File: config.mk
export PLATFORM = sky130hd
export DESIGN_NAME = bbf_ctrl
export DESIGN_NICKNAME = d
export VERILOG_FILES = /design/src/hw/rtl/bbf_pkg.sv /design/src/hw/rtl/bbf_ctrl.sv
export SDC_FILE = /design/constraint.sdc
export NUM_CORES = 1
export LEC_CHECK = 0
export ABC_AREA = 1
export BUFFER_PORTS_ARGS = -buffer_cell sky130_fd_sc_hd__buf_4
export CAP_MARGIN = 0
export CORE_AREA = 2 2 39 41
export CTS_BUF_LIST = sky130_fd_sc_hd__clkbuf_2 sky130_fd_sc_hd__clkbuf_4 sky130_fd_sc_hd__clkbuf_8
export CTS_CLUSTER_DIAMETER = 80
export DETAILED_ROUTE_END_ITERATION = 6
export DIE_AREA = 0 0 41 43
export GPL_ROUTABILITY_DRIVEN = 0
export PLACE_DENSITY = 0.5
export SLEW_MARGIN = 10
export SYNTH_ARGS = -nofsm -noshare
export SYNTH_HDL_FRONTEND = slang
export SYNTH_SLANG_ARGS = --single-unit
File: constraint.sdc
create_clock -name i_clk -period 3.2 [get_ports i_clk]
set_clock_uncertainty 0.15 [all_clocks]
set_input_delay 0.64 -clock i_clk [delete_from_list [all_inputs] [get_ports i_clk]]
set_output_delay 0.64 -clock i_clk [all_outputs]
set_load 0.02 [all_outputs]
File: src/hw/rtl/bbf_pkg.sv
// ----------------------------------------------------------------------------
// bbf_pkg
// Shared types and constants of the bollinger band filter: port widths,
// register indexes and reset values, controller states, command and status.
// ----------------------------------------------------------------------------
`default_nettype none

package bbf_pkg;

    localparam int SAMPLE_W   = 24;
    localparam int MID_W      = 24;
    localparam int BAND_W     = 33;
    localparam int WL_W       = 7;
    localparam int BW_W       = 16;
    localparam int LL_W       = 2 * WL_W;
    localparam int CFG_IDX_W  = 8;
    localparam int CFG_DATA_W = 16;
    localparam int OUT_DATA_W = 96;
    localparam int OUT_USER_W = 1;

    localparam logic [CFG_IDX_W-1:0] CFG_WINDOW_LENGTH = 8'd0;
    localparam logic [CFG_IDX_W-1:0] CFG_BAND_WIDTH    = 8'd1;

    localparam logic [WL_W-1:0] WL_RESET = 7'd20;
    localparam logic [BW_W-1:0] BW_RESET = 16'd512;

    typedef enum logic [3:0] {
        ST_IDLE,
        ST_SQUARE,
        ST_ACCUM,
        ST_PREP,
        ST_SQMEAN,
        ST_VARSTART,
        ST_DIVIDE,
        ST_ROOT,
        ST_SCALE,
        ST_EMIT
    } t_state;

    typedef struct packed {
        logic accept;
        logic square;
        logic accum;
        logic prep;
        logic sq_mean;
        logic var_start;
        logic root_start;
        logic scale;
        logic emit;
    } t_cmd;

    typedef struct packed {
        logic warm;
        logic div_busy;
        logic root_busy;
        logic out_free;
    } t_status;

endpackage

`default_nettype wire

File: src/hw/rtl/bbf_ctrl.sv
// ----------------------------------------------------------------------------
// bbf_ctrl
// Sequencer of the band filter: steps one item through update, division,
// square root and output; before the window is full it goes from update to output.
// ----------------------------------------------------------------------------
`default_nettype none

module bbf_ctrl
    import bbf_pkg::*;
(
    input  wire logic    i_clk,
    input  wire logic    i_rst_n,
    input  wire logic    i_in_valid,
    output logic         o_in_ready,
    input  wire t_status i_status,
    output t_cmd         o_cmd
);

    t_state r_state, n_state;

    always_ff @(posedge i_clk) begin
        if (!i_rst_n) begin
            r_state <= ST_IDLE;
        end else begin
            r_state <= n_state;
        end
    end

    always_comb begin
        n_state = r_state;
        unique case (r_state)
            ST_IDLE:     if (i_in_valid) n_state = ST_SQUARE;
            ST_SQUARE:   n_state = ST_ACCUM;
            ST_ACCUM:    n_state = i_status.warm ? ST_PREP : ST_EMIT;
            ST_PREP:     n_state = ST_SQMEAN;
            ST_SQMEAN:   n_state = ST_VARSTART;
            ST_VARSTART: n_state = ST_DIVIDE;
            ST_DIVIDE:   if (!i_status.div_busy) n_state = ST_ROOT;
            ST_ROOT:     if (!i_status.root_busy) n_state = ST_SCALE;
            ST_SCALE:    n_state = ST_EMIT;
            ST_EMIT:     if (i_status.out_free) n_state = ST_IDLE;
            default:     n_state = ST_IDLE;
        endcase
    end

    always_comb begin
        o_cmd      = '0;
        o_in_ready = 1'b0;
        unique case (r_state)
            ST_IDLE: begin
                o_in_ready   = 1'b1;
                o_cmd.accept = i_in_valid;
            end
            ST_SQUARE:   o_cmd.square    = 1'b1;
            ST_ACCUM:    o_cmd.accum     = 1'b1;
            ST_PREP:     o_cmd.prep      = 1'b1;
            ST_SQMEAN:   o_cmd.sq_mean   = 1'b1;
            ST_VARSTART: o_cmd.var_start = 1'b1;
            ST_DIVIDE:   o_cmd.root_start = !i_status.div_busy;
            ST_ROOT:     ;
            ST_SCALE:    o_cmd.scale     = 1'b1;
            ST_EMIT:     o_cmd.emit      = i_status.out_free;
            default:     ;
        endcase
    end

    a_idle_units_quiet: assert property (@(posedge i_clk) disable iff (!i_rst_n)
        r_state == ST_IDLE |-> !(i_status.div_busy || i_status.root_busy))
        else $error("arithmetic unit busy while idle");

    a_emit_returns: assert property (@(posedge i_clk) disable iff (!i_rst_n)
        (r_state == ST_EMIT && i_status.out_free) |=> r_state == ST_IDLE)
        else $error("item not released after output load");

    a_divide_follows_start: assert property (@(posedge i_clk) disable iff (!i_rst_n)
        o_cmd.var_start |=> i_status.div_busy)
        else $error("divider not busy after start");

endmodule

`default_nettype wire

==> metrics list <==
- Root cell of the clock tree: sky130_fd_sc_hd__clkbuf_4
* Setup Viol. Count Final: 0
* Number of synthesized register bits: 4
- Yosys warning count: 0
- Via count of the routed design: 430
- Worst Setup Path Type: register to primary output
- The number of hold buffers added after CTS was 0.
* Run status: finished, final reports clean
* Core region area: 1380 um2
* Synth top area cells: sky130_fd_sc_hd__dfxtp_1, sky130_fd_sc_hd__nand2_1, sky130_fd_sc_hd__inv_1, sky130_fd_sc_hd__nor2_1, sky130_fd_sc_hd__nand3_1
* Final Util: 0.366
* DIE HEIGHT: 43 um
- Count of inserted antenna diode cells: 0
- Biggest registers after layout: r_state (4)
- Of the post-synthesis cell area, the dominant cell type holds 0.233.
- Final critical-path share of the clock period: 0.652
* DIE WIDTH: 41 um
- Initial antenna violation count: 0
- Across every metal layer, demand over resource in global routing totals 0.116.
- Adder-Cell Fraction of Synth Area: 0
- In this run the cell area of the synthesized design comes to 344 um2.
- For this run, design rule violations remaining after detail routing come to 0.
- For the pin with the worst max-slew slack, the measured transition is 228 ps.
- Total I/O pin count: 17
* Routed Wire Length: 864 um
* Worst min-delay path class: register to register
- Reg clk slew, reported paths: 30 ps
- The tool flagged a number of max-cap violations equal to 0.
- At the worst endpoint, the required time is 2410 ps.
- Routed length per instance: 8.82 um
* Area of all placed cells without fillers: 507 um2
* Synth Area in Simple Gates: 0.495
- After synthesis, the share of cell area in mux cells is 0.
- Sequential cell area fraction in the yosys report: 0.233
* Max rail drop VDD: 0.000125 V
- Cells after synthesis: 63
* Overall die area: 1760 um2
- In this run, post-CTS repair resized a total of 0 instances.
- Of the total synthesized cell area, the portion taken by XOR and XNOR cells is 0.
- Highest clock frequency the design can meet: 0.479 GHz
- Sum of negative setup slack: 0 ps
* Max-slew headroom at the worst pin: 0.846
* First-pass iteration count of the detailed router: 3
- The register with the most flip-flops in the layout has 4 of them.
- Worst endpoint data arrival time: 1300 ps
- For this design the static power due to leakage is 0.297 nW.
* Total power of the final layout: 205 uW
- The final count of pins violating max slew is 0.
* DRC marker count from the first detailed-route iteration: 9
* Power density normalized to cell area: 405 nW/um2
* Half-perimeter wire length after placement: 744 um
* # port buffers: 16
* Fraction of the mapped netlist area in compound gates: 0.109
* Buffers inserted during post-CTS setup optimization: 0
- After global routing the overflow that remains totals 0.
- Top cell type by total area after synthesis: sky130_fd_sc_hd__dfxtp_1
- Critical Path Sink Type: primary output
- Sort of element at the start of the critical path: register
- Compared with the post-synthesis result, the final layout area differs by 47.3%.
* Pin count of the biggest net entering global routing: 7
- Of the cells placed in the final design, the portion with a size suffix greater than 1 is 0.341.
- For this configuration, the core starts out at a cell density of 0.249.
* Post-Synthesis Net Count: 70
* Number of nets with antenna violations after routing: 0
- Synthesized area per cell: 5.46 um2
* Register with the highest flop count: r_state
* Clock latency of the later-clocked register in the worst-skew pair: 230 ps
- The via count of the first global-routing pass is 371.
- CTS Sinks: 4
- In the final design database the tool counted 91 nets.
- Setup repair after global routing left no endpoint under its margin.
- After layout, the minimum clock period comes to 2090 ps.
- TritonCTS built the clock tree.
- Number of distinct standard cells referenced by the synthesized netlist: 14
- Total CTS buffers: 3
- Along the worst path, the maximum fanout reaches 6.
* Via density per instance: 4.39
* Fin. Hold Viols: 0
* Placement-stage cell area: 484 um2
* CTS H-tree depth: 1
* Main combinational cell family by area after synthesis: simple AND/OR/NAND/NOR gates
- Rows: 14
- The longest clock path from root to sink contains 2 buffers.
* First-pass GRT wire length: 1390 um
-- worst paths after layout --
path,from,endpoint,slack [ps],cells past startpoint
max reg2reg,r_state[2],r_state[0],1870,7
max,r_state[0],o_cmd[0],1110,5
min reg2reg,r_state[0],r_state[0],430,2
min,r_state[0],r_state[0],430,2
-- cell usage after synthesis, drive strengths merged --
library cell	n
nand2	15
nor3	2
dfxtp	4
a21oi	2
o21ai	4
nor4	1
nand3	5
nor2	14
inv	15
a21boi	1
-- layer usage --
metal / share of wire / global-route usage / up-vias
met3: 0.068 / 0.0471 / 2
met1: 0.42 / 0.135 / 183
met5: 0 / 0 / -
met2: 0.50 / 0.175 / 15
met4: 0.010 / 0.0600 / 0
li1: - / - / 230
-- final cells by class --
type | count | area [um2]
Clock buffer | 3 | 22.5
Inverter | 15 | 56.3
Multi-Input combinational cell | 44 | 208
Fill cell | 161 | 877
Sequential cell | 4 | 80.1
Timing Repair Buffer | 16 | 120
Tap cell | 16 | 20.0
-- worst max-delay path, cell delays in order, from the launching register on --
cell,delay (ps)
sky130_fd_sc_hd__dfxtp_1,410
sky130_fd_sc_hd__inv_1,70
sky130_fd_sc_hd__nor2_2,130
sky130_fd_sc_hd__inv_1,90
sky130_fd_sc_hd__nor4_1,170
sky130_fd_sc_hd__buf_4,190
-- metrics by stage --
step,hold WS (ps),std cells,setup WS (ps)
2_1_floorplan,382,63,1060
3_3_place_gp,421,95,1270
3_5_place_dp,435,95,1260
4_1_cts,441,98,1110
5_1_grt,461,98,1010
6_report,434,98,1110
-- cell usage in the layout (no fill, tap or decap), drive strengths merged --
cell,instances
a21boi,1
a21oi,2
buf,16
clkbuf,3
dfxtp,4
inv,15
nand2,15
nand3,5
nor2,14
nor3,2
nor4,1
o21ai,4
-- power by group --
group	total [mW]	leakage, nW	internal (mW)	switching [mW]
clock	0.0592	0.0138	0.0417	0.0174
sequential	0.0619	0.0327	0.0550	0.00694
combinational	0.0842	0.250	0.0333	0.0509
total	0.205	0.297	0.130	0.0753
-- cells by family after synthesis --
kind of cell	count (synthesis)
AND/OR/NAND/NOR	37
AO/OA/AOI/OAI	7
buffers and inverters	15
flip-flops	4
(Power assumes the default switching activity.)
